[config.mk]
export PLATFORM = sky130hd
export DESIGN_NAME = c_token_scanner
export DESIGN_NICKNAME = d
export VERILOG_FILES = /design/src/rtl/cts_pkg.sv /design/src/rtl/cts_core.sv /design/src/rtl/cts_outq.sv /design/src/rtl/c_token_scanner.sv
export SDC_FILE = /design/constraint.sdc
export NUM_CORES = 1
export LEC_CHECK = 0
export ABC_AREA = 0
export BUFFER_PORTS_ARGS = -buffer_cell sky130_fd_sc_hd__buf_2
export CAP_MARGIN = 20
export CELL_PAD_IN_SITES_DETAIL_PLACEMENT = 0
export CELL_PAD_IN_SITES_GLOBAL_PLACEMENT = 1
export CORE_MARGIN = 5
export CORE_UTILIZATION = 42
export DETAILED_ROUTE_END_ITERATION = 6
export GPL_TIMING_DRIVEN = 1
export PLACE_DENSITY = 0.72
export SYNTH_ARGS = -nofsm -noshare
export SYNTH_HDL_FRONTEND = slang
export SYNTH_SLANG_ARGS = --single-unit
[constraint.sdc]
create_clock -name i_clk -period 11.8 [get_ports i_clk]
set_input_delay 2.95 -clock i_clk [delete_from_list [all_inputs] [get_ports i_clk]]
set_output_delay 2.95 -clock i_clk [all_outputs]
set_load 0.05 [all_outputs]
[src/rtl/cts_pkg.sv]
// types, constants and the keyword table of the c token scanner
// no dependencies
`default_nettype none

package cts_pkg;

    localparam int MAX_WORD_DEF = 32;
    localparam int Q_DEPTH      = 4;
    localparam int Q_AW         = $clog2(Q_DEPTH);

    localparam logic [23:0] LINE_MAX = 24'hFFFFFF;
    localparam logic [6:0]  KIND_END = 7'd0;
    localparam logic [6:0]  KIND_INT = 7'd47;
    localparam logic [6:0]  KIND_KW0 = 7'd48;

    localparam logic [2:0] ERR_NONE    = 3'd0;
    localparam logic [2:0] ERR_BADCHAR = 3'd1;
    localparam logic [2:0] ERR_DOTS    = 3'd2;
    localparam logic [2:0] ERR_WORD    = 3'd3;
    localparam logic [2:0] ERR_LONG    = 3'd4;

    typedef enum logic [18:0] {
        M_START  = 19'h00001,
        M_PLUS   = 19'h00002,
        M_MINUS  = 19'h00004,
        M_STAR   = 19'h00008,
        M_SLASH  = 19'h00010,
        M_GT     = 19'h00020,
        M_GTGT   = 19'h00040,
        M_LT     = 19'h00080,
        M_LTLT   = 19'h00100,
        M_DOT    = 19'h00200,
        M_DOTDOT = 19'h00400,
        M_PCT    = 19'h00800,
        M_AMP    = 19'h01000,
        M_CARET  = 19'h02000,
        M_PIPE   = 19'h04000,
        M_BANG   = 19'h08000,
        M_EQ     = 19'h10000,
        M_NUM    = 19'h20000,
        M_WORD   = 19'h40000
    } t_mode;

    typedef struct packed {
        logic [6:0]  kind;
        logic [31:0] value;
        logic [2:0]  err;
        logic [23:0] line;
        logic        last;
    } t_result;

    // last letter in the low byte, zero padded above
    localparam logic [63:0] KW_TXT [32] = '{
        64'("auto"), 64'("break"), 64'("case"), 64'("char"), 64'("const"),
        64'("continue"), 64'("default"), 64'("do"), 64'("double"), 64'("else"),
        64'("enum"), 64'("extern"), 64'("float"), 64'("for"), 64'("goto"),
        64'("if"), 64'("int"), 64'("long"), 64'("register"), 64'("return"),
        64'("short"), 64'("signed"), 64'("sizeof"), 64'("static"),
        64'("struct"), 64'("switch"), 64'("typedef"), 64'("union"),
        64'("unsigned"), 64'("void"), 64'("volatile"), 64'("while")
    };
    localparam logic [3:0] KW_LEN [32] = '{
        4'd4, 4'd5, 4'd4, 4'd4, 4'd5, 4'd8, 4'd7, 4'd2, 4'd6, 4'd4, 4'd4, 4'd6,
        4'd5, 4'd3, 4'd4, 4'd2, 4'd3, 4'd4, 4'd8, 4'd6, 4'd5, 4'd6, 4'd6, 4'd6,
        4'd6, 4'd6, 4'd7, 4'd5, 4'd8, 4'd4, 4'd8, 4'd5
    };

    function automatic logic [5:0] kw_find(input logic [63:0] w, input logic [3:0] len);
        logic [5:0] r;
        r = '0;
        for (int k = 0; k < 32; k++) begin
            if (KW_TXT[k] == w && KW_LEN[k] == len) begin
                r = {1'b1, 5'(k)};
            end
        end
        return r;
    endfunction

    function automatic logic [6:0] flush_kind(input t_mode m);
        logic [6:0] k;
        case (m)
            M_PLUS:  k = 7'd3;
            M_MINUS: k = 7'd7;
            M_STAR:  k = 7'd9;
            M_SLASH: k = 7'd11;
            M_GT:    k = 7'd15;
            M_GTGT:  k = 7'd13;
            M_LT:    k = 7'd19;
            M_LTLT:  k = 7'd17;
            M_DOT:   k = 7'd21;
            M_PCT:   k = 7'd23;
            M_AMP:   k = 7'd26;
            M_CARET: k = 7'd28;
            M_PIPE:  k = 7'd31;
            M_BANG:  k = 7'd36;
            M_EQ:    k = 7'd39;
            default: k = KIND_END;
        endcase
        return k;
    endfunction

endpackage

`default_nettype wire

[src/rtl/cts_core.sv]
// scanner state and per-byte token logic, up to two results per byte
// depends on cts_pkg
`default_nettype none

module cts_core #(
    parameter int MaxWord = cts_pkg::MAX_WORD_DEF
) (
    input  wire logic             i_clk,
    input  wire logic             i_rst_n,
    input  wire logic             i_go,
    input  wire logic [7:0]       i_byte,
    input  wire logic             i_end,
    output logic [1:0]            o_cnt,
    output cts_pkg::t_result      o_res [2]
);
    localparam int LW = $clog2(MaxWord + 1);

    cts_pkg::t_mode r_mode, n_mode;
    logic [31:0] r_acc, n_acc;
    logic [63:0] r_word, n_word;
    logic [LW-1:0] r_len, n_len;
    logic [23:0] r_line, n_line;
    logic r_halt, n_halt;

    logic [23:0] line;
    logic [5:0] kw;
    logic ext_ok, want_start, f_emit, is_digit, is_lower;
    logic [6:0] ext_kind, f_kind, s_kind;
    logic [2:0] f_err;
    logic s_bad;
    cts_pkg::t_mode ext_mode, s_mode;
    logic [1:0] cnt;
    cts_pkg::t_result res [2];

    function automatic cts_pkg::t_result mk(input logic [6:0] k, input logic [31:0] v,
                                            input logic [2:0] e, input logic [23:0] l);
        cts_pkg::t_result r;
        r.kind = k; r.value = v; r.err = e; r.line = l; r.last = 1'b0;
        return r;
    endfunction

    always_comb begin
        is_digit = (i_byte inside {[8'h30:8'h39]});
        is_lower = (i_byte inside {[8'h61:8'h7A]});
        kw = cts_pkg::kw_find(r_word, r_len[3:0]);
        line = (!i_end && i_byte == 8'h0A && r_line != cts_pkg::LINE_MAX)
               ? r_line + 24'd1 : r_line;

        // extension of the pending token
        ext_ok = 1'b0; ext_kind = cts_pkg::KIND_END; ext_mode = cts_pkg::M_START;
        case (r_mode)
            cts_pkg::M_PLUS: begin
                if (i_byte == "=") begin ext_ok = 1'b1; ext_kind = 7'd1; end
                if (i_byte == "+") begin ext_ok = 1'b1; ext_kind = 7'd2; end
            end
            cts_pkg::M_MINUS: begin
                if (i_byte == "=") begin ext_ok = 1'b1; ext_kind = 7'd4; end
                if (i_byte == "-") begin ext_ok = 1'b1; ext_kind = 7'd5; end
                if (i_byte == ">") begin ext_ok = 1'b1; ext_kind = 7'd6; end
            end
            cts_pkg::M_STAR:  if (i_byte == "=") begin ext_ok = 1'b1; ext_kind = 7'd8; end
            cts_pkg::M_SLASH: if (i_byte == "=") begin ext_ok = 1'b1; ext_kind = 7'd10; end
            cts_pkg::M_GT: begin
                if (i_byte == ">") begin ext_ok = 1'b1; ext_mode = cts_pkg::M_GTGT; end
                if (i_byte == "=") begin ext_ok = 1'b1; ext_kind = 7'd14; end
            end
            cts_pkg::M_GTGT:  if (i_byte == "=") begin ext_ok = 1'b1; ext_kind = 7'd12; end
            cts_pkg::M_LT: begin
                if (i_byte == "<") begin ext_ok = 1'b1; ext_mode = cts_pkg::M_LTLT; end
                if (i_byte == "=") begin ext_ok = 1'b1; ext_kind = 7'd18; end
            end
            cts_pkg::M_LTLT:  if (i_byte == "=") begin ext_ok = 1'b1; ext_kind = 7'd16; end
            cts_pkg::M_DOT:
                if (i_byte == ".") begin ext_ok = 1'b1; ext_mode = cts_pkg::M_DOTDOT; end
            cts_pkg::M_DOTDOT: if (i_byte == ".") begin ext_ok = 1'b1; ext_kind = 7'd20; end
            cts_pkg::M_PCT:   if (i_byte == "=") begin ext_ok = 1'b1; ext_kind = 7'd22; end
            cts_pkg::M_AMP: begin
                if (i_byte == "=") begin ext_ok = 1'b1; ext_kind = 7'd24; end
                if (i_byte == "&") begin ext_ok = 1'b1; ext_kind = 7'd25; end
            end
            cts_pkg::M_CARET: if (i_byte == "=") begin ext_ok = 1'b1; ext_kind = 7'd27; end
            cts_pkg::M_PIPE: begin
                if (i_byte == "=") begin ext_ok = 1'b1; ext_kind = 7'd29; end
                if (i_byte == "|") begin ext_ok = 1'b1; ext_kind = 7'd30; end
            end
            cts_pkg::M_BANG:  if (i_byte == "=") begin ext_ok = 1'b1; ext_kind = 7'd35; end
            cts_pkg::M_EQ:    if (i_byte == "=") begin ext_ok = 1'b1; ext_kind = 7'd38; end
            cts_pkg::M_NUM:   ext_ok = is_digit;
            cts_pkg::M_WORD:  ext_ok = is_lower;
            default:          ext_ok = 1'b0;
        endcase

        // pending token ended by a byte that does not extend it
        f_emit = 1'b1; f_kind = cts_pkg::KIND_END; f_err = cts_pkg::ERR_NONE;
        case (r_mode)
            cts_pkg::M_START:  f_emit = 1'b0;
            cts_pkg::M_NUM:    f_kind = cts_pkg::KIND_INT;
            cts_pkg::M_DOTDOT: f_err = cts_pkg::ERR_DOTS;
            cts_pkg::M_WORD: begin
                if (kw[5] && r_len <= LW'(8)) f_kind = cts_pkg::KIND_KW0 + {2'b00, kw[4:0]};
                else f_err = cts_pkg::ERR_WORD;
            end
            default:           f_kind = cts_pkg::flush_kind(r_mode);
        endcase

        // first byte of a token
        s_kind = cts_pkg::KIND_END; s_bad = 1'b0; s_mode = cts_pkg::M_START;
        case (i_byte)
            " ", 8'h09, 8'h0A, 8'h0D: s_mode = cts_pkg::M_START;
            "+": s_mode = cts_pkg::M_PLUS;
            "-": s_mode = cts_pkg::M_MINUS;
            "*": s_mode = cts_pkg::M_STAR;
            "/": s_mode = cts_pkg::M_SLASH;
            ">": s_mode = cts_pkg::M_GT;
            "<": s_mode = cts_pkg::M_LT;
            ".": s_mode = cts_pkg::M_DOT;
            "%": s_mode = cts_pkg::M_PCT;
            "&": s_mode = cts_pkg::M_AMP;
            "^": s_mode = cts_pkg::M_CARET;
            "|": s_mode = cts_pkg::M_PIPE;
            "!": s_mode = cts_pkg::M_BANG;
            "=": s_mode = cts_pkg::M_EQ;
            "{": s_kind = 7'd32;
            "}": s_kind = 7'd33;
            ";": s_kind = 7'd34;
            "~": s_kind = 7'd37;
            ",": s_kind = 7'd40;
            ":": s_kind = 7'd41;
            "(": s_kind = 7'd42;
            ")": s_kind = 7'd43;
            "[": s_kind = 7'd44;
            "]": s_kind = 7'd45;
            "?": s_kind = 7'd46;
            default: begin
                if (is_digit) s_mode = cts_pkg::M_NUM;
                else if (is_lower) s_mode = cts_pkg::M_WORD;
                else s_bad = 1'b1;
            end
        endcase

        n_mode = r_mode; n_acc = r_acc; n_word = r_word; n_len = r_len;
        n_line = r_line; n_halt = r_halt;
        cnt = 2'd0; res[0] = '0; res[1] = '0;
        want_start = 1'b0;

        if (i_go && !r_halt) begin
            n_line = line;
            if (i_end) begin
                n_mode = cts_pkg::M_START;
                if (f_emit) begin
                    res[cnt[0]] = mk(f_kind, (r_mode == cts_pkg::M_NUM) ? r_acc : 32'd0,
                                     f_err, line);
                    cnt = cnt + 2'd1;
                end
                if (f_err != cts_pkg::ERR_NONE) begin
                    n_halt = 1'b1;
                end else begin
                    res[cnt[0]] = mk(cts_pkg::KIND_END, 32'd0, cts_pkg::ERR_NONE, line);
                    cnt = cnt + 2'd1;
                end
            end else if (r_mode == cts_pkg::M_START) begin
                want_start = 1'b1;
            end else if (ext_ok) begin
                if (r_mode == cts_pkg::M_WORD) begin
                    if (r_len >= LW'(MaxWord)) begin
                        res[0] = mk(cts_pkg::KIND_END, 32'd0, cts_pkg::ERR_LONG, line);
                        cnt = 2'd1;
                        n_halt = 1'b1;
                    end else begin
                        n_len = r_len + LW'(1);
                        // only words of up to eight letters can match
                        if (r_len < LW'(8)) n_word = {r_word[55:0], i_byte};
                    end
                end else if (r_mode == cts_pkg::M_NUM) begin
                    n_acc = {r_acc[28:0], 3'b000} + {r_acc[30:0], 1'b0}
                            + {28'd0, i_byte[3:0]};
                end else begin
                    n_mode = ext_mode;
                    if (ext_kind != cts_pkg::KIND_END) begin
                        res[0] = mk(ext_kind, 32'd0, cts_pkg::ERR_NONE, line);
                        cnt = 2'd1;
                    end
                end
            end else begin
                n_mode = cts_pkg::M_START;
                res[0] = mk(f_kind, (r_mode == cts_pkg::M_NUM) ? r_acc : 32'd0, f_err, line);
                cnt = 2'd1;
                if (f_err != cts_pkg::ERR_NONE) n_halt = 1'b1;
                else want_start = 1'b1;
            end

            if (want_start) begin
                if (s_bad) begin
                    res[cnt[0]] = mk(cts_pkg::KIND_END, 32'd0, cts_pkg::ERR_BADCHAR, line);
                    cnt = cnt + 2'd1;
                    n_halt = 1'b1;
                end else begin
                    n_mode = s_mode;
                    if (s_kind != cts_pkg::KIND_END) begin
                        res[cnt[0]] = mk(s_kind, 32'd0, cts_pkg::ERR_NONE, line);
                        cnt = cnt + 2'd1;
                    end
                    if (s_mode == cts_pkg::M_NUM) n_acc = {28'd0, i_byte[3:0]};
                    if (s_mode == cts_pkg::M_WORD) begin
                        n_word = {56'd0, i_byte};
                        n_len = LW'(1);
                    end
                end
            end
            if (cnt == 2'd1) res[0].last = 1'b1;
            if (cnt == 2'd2) res[1].last = 1'b1;
        end
    end

    assign o_cnt = cnt;
    assign o_res = res;

    always_ff @(posedge i_clk) begin
        if (!i_rst_n) begin
            r_mode <= cts_pkg::M_START;
            r_acc  <= '0;
            r_len  <= '0;
            r_line <= 24'd1;
            r_halt <= 1'b0;
        end else begin
            r_mode <= n_mode;
            r_acc  <= n_acc;
            r_len  <= n_len;
            r_line <= n_line;
            r_halt <= n_halt;
        end
    end

    always_ff @(posedge i_clk) begin
        r_word <= n_word;
    end

endmodule

`default_nettype wire

[src/rtl/cts_outq.sv]
// result queue, takes up to two results per cycle and hands out one when taken
// depends on cts_pkg
`default_nettype none

module cts_outq (
    input  wire logic             i_clk,
    input  wire logic             i_rst_n,
    input  wire logic [1:0]       i_cnt,
    input  cts_pkg::t_result      i_res [2],
    output logic                  o_room,
    output logic                  o_valid,
    input  wire logic             i_take,
    output cts_pkg::t_result      o_head
);
    localparam int AW = cts_pkg::Q_AW;

    cts_pkg::t_result r_mem [cts_pkg::Q_DEPTH];
    logic [AW-1:0] r_wr, n_wr, r_rd, n_rd;
    logic [AW:0] r_cnt, n_cnt;
    logic pop;

    assign pop     = i_take && (r_cnt != '0);
    assign o_valid = (r_cnt != '0);
    assign o_head  = r_mem[r_rd];
    assign o_room  = (r_cnt <= (AW+1)'(cts_pkg::Q_DEPTH - 2));

    always_comb begin
        n_wr  = r_wr + AW'(i_cnt);
        n_rd  = r_rd + AW'(pop);
        n_cnt = r_cnt + (AW+1)'(i_cnt) - (AW+1)'(pop);
    end

    always_ff @(posedge i_clk) begin
        if (i_cnt != 2'd0) r_mem[r_wr] <= i_res[0];
        if (i_cnt == 2'd2) r_mem[r_wr + AW'(1)] <= i_res[1];
    end

    always_ff @(posedge i_clk) begin
        if (!i_rst_n) begin
            r_wr  <= '0;
            r_rd  <= '0;
            r_cnt <= '0;
        end else begin
            r_wr  <= n_wr;
            r_rd  <= n_rd;
            r_cnt <= n_cnt;
        end
    end

endmodule

`default_nettype wire

[src/rtl/c_token_scanner.sv]
// top level of the c token scanner: scan core and result queue
// depends on cts_pkg, cts_core, cts_outq
//
// channel   dir  tdata                        tuser                  tlast
// s_axis    in   [7:0] byte_value             [0] end_of_input       -
// m_axis    out  [31:0] literal_value,        [6:0] token_kind,      last_of_run
//                [55:32] error_line           [9:7] error_code
//
// one byte per cycle; the scan core updates its state in the cycle of the transaction
// a byte gives up to two results, queued four deep; the output drains one per cycle
// while m_axis_tready is high; s_axis_tready drops while fewer than two slots are free
// reset is synchronous; after an error all input is taken and dropped until reset
`default_nettype none

module c_token_scanner #(
    parameter int MaxWord = cts_pkg::MAX_WORD_DEF
) (
    input  wire logic        i_clk,
    input  wire logic        i_rst_n,
    input  wire logic        s_axis_tvalid,
    output logic             s_axis_tready,
    input  wire logic [7:0]  s_axis_tdata,  // [7:0] byte_value
    input  wire logic        s_axis_tuser,  // [0] end_of_input
    output logic             m_axis_tvalid,
    input  wire logic        m_axis_tready,
    output logic [55:0]      m_axis_tdata,  // [31:0] literal_value, [55:32] error_line
    output logic [9:0]       m_axis_tuser,  // [6:0] token_kind, [9:7] error_code
    output logic             m_axis_tlast   // last_of_run
);
    logic go;
    logic [1:0] cnt;
    cts_pkg::t_result res [2];
    cts_pkg::t_result head;

    assign go = s_axis_tvalid && s_axis_tready;

    cts_core #(.MaxWord(MaxWord)) u_core (
        .i_clk   (i_clk),
        .i_rst_n (i_rst_n),
        .i_go    (go),
        .i_byte  (s_axis_tdata),
        .i_end   (s_axis_tuser),
        .o_cnt   (cnt),
        .o_res   (res)
    );

    cts_outq u_outq (
        .i_clk   (i_clk),
        .i_rst_n (i_rst_n),
        .i_cnt   (cnt),
        .i_res   (res),
        .o_room  (s_axis_tready),
        .o_valid (m_axis_tvalid),
        .i_take  (m_axis_tready),
        .o_head  (head)
    );

    assign m_axis_tdata = {head.line, head.value};
    assign m_axis_tuser = {head.err, head.kind};
    assign m_axis_tlast = head.last;

endmodule

`default_nettype wire

Yosys cells after proc, flatten, opt, wreduce, memory -nomap -nowiden:

Memory sizes are Yosys's and may differ from the RTL's. A register that Yosys moved wholly into a read port is not among the register bits.
Index checks and enable logic that the tools add are counted.
Widths: inputs -> output; s select.

* memory bits (writable): 268
* memories kept: 1
* word-level logic and storage cells: 358
* bits in registers: 153
* output and inout bits: 69
* input bits: 13

Memories
* u_outq.r_mem: words 4, width 67, rd ports 1, clocked after memory_dff 1, wr ports 2, RTL line cts_outq.sv:17 `cts_pkg::t_result r_mem [cts_pkg::Q_DEPTH];`

* reductions and logical operators: 53
* $add $sub $neg: 12
* bitwise logic cells: 2
* order comparisons: 12
* eq/ne operators: 92
* muxes and demuxes: 177

Operators with widths (number)
* $mux 67: 14
* $mux 134: 5
* $mux 64: 9
* $eq 31x64->1 const A: 8
* $eq 47x64->1 const A: 8
* $bwmux 134: 3
* $eq 39x64->1 const A: 6
* $mux 32: 9
* $pmux 19 s14: 1
* $eq 63x64->1 const A: 4
* $mux 6: 42
* $mux 19: 9
* $eq 8x6->1 const B: 18
* $demux 67 s1: 2
* $eq 15x64->1 const A: 2
* $eq 23x64->1 const A: 2
* $eq 55x64->1 const A: 2
* $pmux 7 s15: 1
* $pmux 6 s15: 1
* $pmux 6 s11: 1
* $pmux 19 s3: 1
* $eq 8x7->1 const B: 7
* $mux 5: 9
* $logic_and 1x1->1: 42
* 67 further kinds: 142

Longest topological paths before layout:

Gate-level depths: netlist (run 1).

* depth after elaboration: 52
* depth in mapped cells: 21
* mapped depth without buffers: 21

Modules after synthesis:

Synthesis (run 1) repeated with hierarchy kept, for this count alone.

* cell total of the unflattened synthesis: 2534
* area total of the unflattened synthesis: 27227.4 µm²

By module, submodules not included
* cts_core: cells each 1839, area an instance 13867.0 µm², sequential area each 3563.4 µm², times used 1
* cts_outq: cells each 694, area an instance 13354.1 µm², sequential area each 8187.9 µm², times used 1
* c_token_scanner: cells each 1, area an instance 6.3 µm², sequential area each 0.0 µm², times used 1

Least setup slack after synthesis (run 1):

Ideal clock, no wire load.

* path type: in2reg
* start: in s_axis_tdata[5]
* end: mem u_outq.r_mem[1][0] (netlist name), enable pin
* arrival time: 11.821 ns
* setup time: 0.658 ns
* path buffers: 1
* path slack: -0.678 ns
* required time: 11.142 ns
* stages on the path: 11
* path through: clkbuf_1 -> or4b_2 -> or3_1 -> nor4b_1 -> o31ai_1 -> nand4_1 -> a2111oi_2 -> o21ai_1 -> nand3_1 -> a21oi_1 -> nor4_1

RTL lines
* start: declaration: RTL line c_token_scanner.sv:22 `input wire logic [7:0] s_axis_tdata,`
* end: declaration: RTL line cts_outq.sv:17

==> results of run 1 <==
-- stage by stage --
step                      utilization, %  cells
after floorplan                        -   2511
after global placement             44.43   3238
after detailed placement           44.44   3239
after CTS                          47.12   3326
after global routing               47.15   3328
final                              47.15   3328
-- critical path: cells and delay by family --
| kind | cells | cell delay [ns] |
|---|---|---|
| buffers and inverters | 2 | 1.02 |
| AND/OR/NAND/NOR | 6 | 2.28 |
| AO/OA/AOI/OAI | 4 | 1.18 |
| multiplexers | 1 | 0.40 |
-- metal layers --
| metal | GRT usage [%] | wire, um | vias to the layer above |
|---|---|---|---|
| li1 | - | - | 9546 |
| met1 | 36.07 | 35810 | 10180 |
| met2 | 38.03 | 36970 | 789 |
| met3 | 3.539 | 5701 | 133 |
| met4 | 6.459 | 2157 | 0 |
| met5 | 0 | 0 | - |
-- power by group through the flow --
stage	Sequential (mW)	Clock, mW	Combinational [mW]
after floorplan	1.91	0	1.06
after detailed placement	2.02	0	1.33
after global routing	2.02	1.59	1.39
after global placement	2.02	0	1.32
after CTS	1.99	1.53	1.33
final	1.99	1.49	1.31
-- cell type report --
| class | count | area [um^2] | area share, % |
|---|---|---|---|
| tap | 773 | 967.2 | 3.476 |
| multi-input combinational | 1887 | 12650 | 45.45 |
| sequential | 421 | 11760 | 42.26 |
| clock buffer | 60 | 1265 | 4.546 |
| inverter | 34 | 128.9 | 0.4631 |
| clock inverter | 27 | 317.8 | 1.142 |
| timing repair buffer | 126 | 740.7 | 2.662 |
-- final timing paths --
check / startpoint / end / slack, ns / cells past startpoint
hold / removal: u_core.r_acc[31]$_SDFFE_PN0P_ / u_core.r_acc[31]$_SDFFE_PN0P_ / 0.49 / 1
hold reg to reg: u_core.r_acc[31]$_SDFFE_PN0P_ / u_core.r_acc[31]$_SDFFE_PN0P_ / 0.49 / 1
setup / recovery: s_axis_tdata[3] / u_outq.r_mem[1][63]$_DFFE_PP_ / 4.29 / 13
setup reg to reg: u_core.r_word[52]$_DFFE_PP_ / u_outq.r_mem[1][63]$_DFFE_PP_ / 5.10 / 16
-- layout by cell type, fill, tap and decap left out, types with 16 or more instances in the layout --
master,n
and2_1,19
inv_1,33
nor2_1,287
or4_1,23
nor3_2,23
xor2_1,48
mux2i_1,25
nor2b_1,29
nand3_1,87
buf_4,44
a21o_1,23
dfxtp_1,87
and4b_1,16
or3_1,24
nor4_1,73
o21ai_0,51
a21oi_1,135
nand2_1,306
nand2b_1,24
buf_2,82
nor4bb_1,18
xnor2_1,32
mux4_2,67
clkbuf_16,47
edfxtp_1,332
ha_1,70
nor3_1,156
nand4_1,76
-- kinds of logic (layout without fill, tap and decap cells) --
group                      count (synthesis)  after routing
and+or+nand+nor                         1265           1265
DFF                                      421            421
AOI/OAI and AO/OA                        368            368
buffers and inverters                    203            247
muxes                                    101            101
xor gates and xnor gates                  80             80
adders and majority gates                 73             73
-- Yosys cell counts (12+ instances only) --
master and number:
nor4_1 75, inv_1 34, nand2b_1 24, nand3_1 88, a211oi_1 13, clkbuf_1 135, a21oi_1 135, mux4_2 67
nor2b_1 29, and2_1 19, xor2_1 48, mux2i_1 25, o21ai_0 51, and4b_1 16, nand4_1 76, xnor2_1 32
nor4b_1 15, a21o_1 23, dfxtp_1 89, nor4bb_1 22, or4_1 23, nor2_1 291, a32oi_1 12, or3_1 24
and3_1 15, nor3_1 156, nand2_1 306, edfxtp_1 332, ha_1 70, nor3_2 25, buf_1 17
-- state kept, by name, indices dropped and copies added (netlist names) --
name and cells:
u_outq.r_cnt 3, u_outq.r_wr 2, u_core.r_line 24, u_outq.r_rd 2, u_core.r_halt 1, u_core.r_len 6, u_outq.r_mem 268, u_core.r_mode 19
u_core.r_word 64, u_core.r_acc 32
==> run summary, run 1 <==
## Power
• Peak supply drop: 0.1778 mV
• Net Sw Power: 1.733 mW
• portion of total power attributed to the clock network: 31.1%
• sw frac: 36.14%
• Cell Int Power: 3.062 mW
• Leak Pwr: 9.910 nW
• relative contribution of combinational cells to total power: 27.4%
• Pwr Density: 172.3 nW/um^2
• power after layout: 4.795 mW
• Seq pwr share: 41.5%

## Synthesis
• count of distinct cell types in the synthesized netlist: 85
• nets in the synthesized netlist: 2,597
• post-synthesis share of cell area spent on full adders, half adders and majority gates: 3.734%
• number of enable-type register cells in the synthesized netlist: 332
• multiplexer share of the synthesized area: 7.423%
• register area share after synthesis: 46.88%
• fraction of the mapped netlist area in compound gates: 9.624%
• leading cell types by total area after synthesis: edfxtp_1 40%, dfxtp_1 7.1%, mux4_2 6.0%
• xor and xnor area share after synthesis: 2.795%
• flops & latches, synth: 421
• Top FF cell, synth: edfxtp_1
• number of warning messages in the yosys log: 0
• main combinational cell family by area after synthesis: simple AND/OR/NAND/NOR gates
• simple-gate area share of the yosys netlist: 26.24%
• post-synthesis instance area: 25,070 um^2
• proportion of netlist area held by the largest area contributor: 39.77%
• per-instance average area after synthesis: 9.982 um^2
• library cell occupying the most area in the post-synthesis netlist: edfxtp_1
• share of synthesized registers carrying an async set or reset: 0%
• count of mapped cells out of synthesis: 2,511

## Worst setup path
• Slowest Stage Delay on Critical Path: 0.62 ns
• worst-path fanout max: 42
• Critical Path Source Type: primary input
• critical path class: in2reg
• worst endpoint required time: 12.12 ns
• category of the worst setup path capture point: flip-flop
• Max stage delay cell, worst path: or4_1
• arrival time at the worst endpoint: 7.83 ns
• Critical Path, Cell by Cell: buf_2 -> nand2_1 -> or4_1 -> nor4_1 -> a211oi_1 -> o2111a_1 -> a2111oi_2 -> o21ai_1 -> nand3_1 -> nand3_2 -> nor3_4 -> buf_4 -> mux2_2

## Floorplan
• overall die area: 64,670 um^2
• Row Count: 89
• height of the chip: 254.3 um
• initial core utilization: 42.47%
• placeable core region: 59,020 um^2
• die width: 254.3 um
• Boundary Pins: 82

## Global routing
• via count of the first global-routing pass: 19,840
• antenna violations before repair: 2
• global route total overflow: 0
• first-pass GRT wire length: 123,800 um
• pin count of the biggest net entering global routing: 97
• GRT Util Overall: 24.43%

## Timing
• number of pins exceeding their max-slew limit in the final report: 0
• transition time at the pin with the least slew margin: 1.126 ns
• number of hold violations in the final report: 0
• # setup viols final: 0
• post-route setup TNS: 0 ns
• clock skew: 0.02248 ns
• final critical delay including setup and external delays: 7.509 ns
• unrepaired setup endpoints after global routing: no
• relative max-transition margin: 24.93%
• maximum operating frequency: 0.1332 GHz
• Post-Route Hold Slack: 0.4911 ns
• share of the clock period used by the worst path: 63.63%
• final worst setup slack: 4.291 ns

## Placement
• Buffers on Ports: 81
• DP Area: 26,230 um^2
• worst slack after detailed placement: 3.773 ns
• HPWL Detailed: 55,610 um
• Routability Congestion: 0.9684

## CTS
• Root Buffer: clkbuf_16
• post-CTS sizing: 0
• clock sink total: 421
• total of hold buffers inserted after clock tree synthesis: 0
• clock buffers created by TritonCTS: 47
• clock tree from TritonCTS: done
• clock transition at the registers of the reported paths: 0.06 ns
• Clock Latency Late Sink: 0.58 ns
• number of buffers inserted by post-CTS setup repair: 0
• total number of H-tree levels: 2
• clk buf depth: 3

## Layout
• area growth from synthesis to layout: 11.02%
• final net count: 2,603
• share of layout cells above drive strength 1: 13.74%
• antenna cell count: 0
• Filler cells: 5,518
• Final Cell Area: 27,830 um^2

## Run
• number of max-cap violations: 0

## Routing
• total via count after detailed routing: 20,650
• average via count per standard cell: 6.204
• starting DRC count in detailed routing: 1,759
• number of iterations in the first detailed-routing pass: 6
• routed wire length per instance: 24.23 um
• final antenna-violating net count: 0
• Post-Route WL: 80,640 um
• remaining routing DRC violations: 0

## Min path
• worst hold path type: reg2reg

## Run status
• outcome: complete, no violations

Power figures use the tool's default switching activity.
==> run 2: changes to the inputs <==
==> constraint.sdc (replaced) <==
create_clock -name i_clk -period 6.4 [get_ports i_clk]
set_input_delay 1.6 -clock i_clk [delete_from_list [all_inputs] [get_ports i_clk]]
set_output_delay 1.6 -clock i_clk [all_outputs]
set_load 0.05 [all_outputs]
==> run summary, run 2 (synthesis results as in run 1) <==
## Run
• number of max-cap violations: 0, unchanged

## CTS
• number of buffers inserted by post-CTS setup repair: 0, unchanged
• total number of H-tree levels: 2, unchanged
• clk buf depth: 3, unchanged
• total of hold buffers inserted after clock tree synthesis: 0, unchanged
• clock tree from TritonCTS: done
• clock transition at the registers of the reported paths: 0.06 ns, about the same
• Clock Latency Late Sink: 0.59 ns, about the same
• clock sink total: 421, unchanged
• post-CTS sizing: 0, unchanged
• Root Buffer: clkbuf_16
• clock buffers created by TritonCTS: 47, unchanged

## Global routing
• pin count of the biggest net entering global routing: 97, unchanged
• global route total overflow: 0, unchanged
• via count of the first global-routing pass: 20,360, +2.6%
• first-pass GRT wire length: 127,400 um, +2.9%
• antenna violations before repair: 1, -1
• GRT Util Overall: 25.42%, +1.0 points

## Layout
• Filler cells: 5,571, +0.96%
• share of layout cells above drive strength 1: 15.54%, +1.8 points
• largest register by flop count: u_outq.r_mem
• final net count: 2,655, +2.0%
• Finished Layout Cells: 3,380, +1.6%
• most common library cell in the layout ignoring fill and taps: edfxtp_1
• most used cells in the layout excluding fill and tap cells: 332 x edfxtp_1, 303 x nand2_1, 287 x nor2_1
• Largest regs: u_outq.r_mem x268, u_core.r_word x64, u_core.r_acc x32
• number of flip-flops under the largest register name: 268, unchanged
• post-route core utilization: 48.16%, +1.0 points
• antenna cell count: 0, unchanged
• area growth from synthesis to layout: 13.40%

## Timing
• number of pins exceeding their max-slew limit in the final report: 0, unchanged
• final critical delay including setup and external delays: 5.725 ns
• maximum operating frequency: 0.1747 GHz
• clock skew: 0.02907 ns, +0.006589 ns
• # setup viols final: 0, unchanged
• share of the clock period used by the worst path: 89.46%
• transition time at the pin with the least slew margin: 0.9839 ns, -0.1421 ns
• number of hold violations in the final report: 0, unchanged
• relative max-transition margin: 33.48%, +8.6 points
• final worst setup slack: 0.6748 ns, -3.616 ns
• unrepaired setup endpoints after global routing: no

## Worst setup path
• category of the worst setup path capture point: flip-flop
• worst-path fanout max: 19, -55%
• critical path class: reg2reg
• Critical Path Source Type: flip-flop
• worst endpoint required time: 6.67 ns, -5.45 ns
• arrival time at the worst endpoint: 6.00 ns, -1.83 ns

## Placement
• worst slack after detailed placement: 0.5789 ns, -3.194 ns
• HPWL Detailed: 60,190 um, +8.2%
• placed cells: 3,292, +1.6%
• Routability Congestion: 0.9767, +0.86%
• Buffers on Ports: 81, unchanged

## Power
• power after layout: 8.895 mW, +86%
• Peak supply drop: 0.3436 mV, +93%
• Pwr Density: 312.9 nW/um^2, +82%
• Leak Pwr: 10.20 nW, +2.9%

## Floorplan
• placeable core region: 59,020 um^2, unchanged
• Boundary Pins: 82, unchanged
• initial core utilization: 42.47%, unchanged
• height of the chip: 254.3 um, unchanged
• Row Count: 89, unchanged
• die width: 254.3 um, unchanged
• overall die area: 64,670 um^2, unchanged

## Min path
• worst hold path type: reg2reg

## Routing
• remaining routing DRC violations: 0, unchanged
• average via count per standard cell: 6.239, +0.57%
• Post-Route WL: 84,270 um, +4.5%
• final antenna-violating net count: 0, unchanged
• routed wire length per instance: 24.93 um, +2.9%
• total via count after detailed routing: 21,090, +2.1%
• number of iterations in the first detailed-routing pass: 6, unchanged
• starting DRC count in detailed routing: 1,974, +12%

## Run status
• outcome: complete, no violations

run 2: cell types whose count changed in the layout (fill, tap and decap cells not counted), moves of 2 or more:
cell	previous run	this run
clkinv_4	5	0
buf_4	44	82
nand2_1	306	303
nor4_4	2	4
clkbuf_8	4	2
buf_12	0	14
clkbuf_1	9	14
nor4_1	73	68
clkinv_1	3	8
nor4_2	5	8
nand2_2	0	3
run 2: worst paths after layout:
check	from	slack [ns]	cells past startpoint	endpoint
hold / removal	u_core.r_acc[31]$_SDFFE_PN0P_	0.50	1	u_core.r_acc[31]$_SDFFE_PN0P_
setup / recovery	u_core.r_word[3]$_DFFE_PP_	0.67	15	u_outq.r_mem[1][7]$_DFFE_PP_
setup reg to reg	u_core.r_word[3]$_DFFE_PP_	0.67	15	u_outq.r_mem[1][7]$_DFFE_PP_
hold reg to reg	u_core.r_acc[31]$_SDFFE_PN0P_	0.50	1	u_core.r_acc[31]$_SDFFE_PN0P_
run 2: cell type report:
type / instances / area [um^2] / share of cell area, %
clock buffers: 63 / 1256 / 4.420
repair buffers: 178 / 1329 / 4.675
multi-input cells: 1887 / 12740 / 44.82
flip-flops and latches: 421 / 11760 / 41.37
well taps: 773 / 967.2 / 3.403
inverters: 34 / 128.9 / 0.4534
clock inverters: 24 / 244.0 / 0.8584
run 2: metrics by stage:
step	setup TNS (ns)	hold WS [ns]	area, um^2
detailed placement	0	0.4836	26900
finish	0	0.4995	28420
floorplan	-13.08	0.4278	25220
global placement	0	0.4686	26900
global route	0	0.5245	28420
CTS	0	0.4937	28400
run 2: layer usage:
layer	vias to the layer above	routed length, um	global-route usage [%]
met5	-	0	0
met4	0	2668	7.334
met3	166	5688	4.477
met2	784	38140	39.37
met1	10470	37770	36.94
li1	9669	-	-
run 2: power breakdown:
part / internal (mW) / total, mW / switching [mW] / leakage, nW
logic: 0.785 / 2.61 / 1.82 / 5.48
registers: 3.32 / 3.61 / 0.294 / 4.00
clock network: 1.54 / 2.67 / 1.13 / 0.721
run 2: critical path, stage by stage, from the launching register on:
cell and delay (ns):
edfxtp_1 0.56, nor4b_1 0.80, nand2_1 0.41, nor4_1 0.43, nand4_1 0.30, o221ai_1 0.30, and3b_1 0.25, a311o_1 0.39
a21boi_2 0.21, ha_1 0.27, nand2_2 0.10, o21ai_4 0.10, nand3_2 0.16, a21oi_4 0.09, nor4_4 0.73, buf_12 0.26
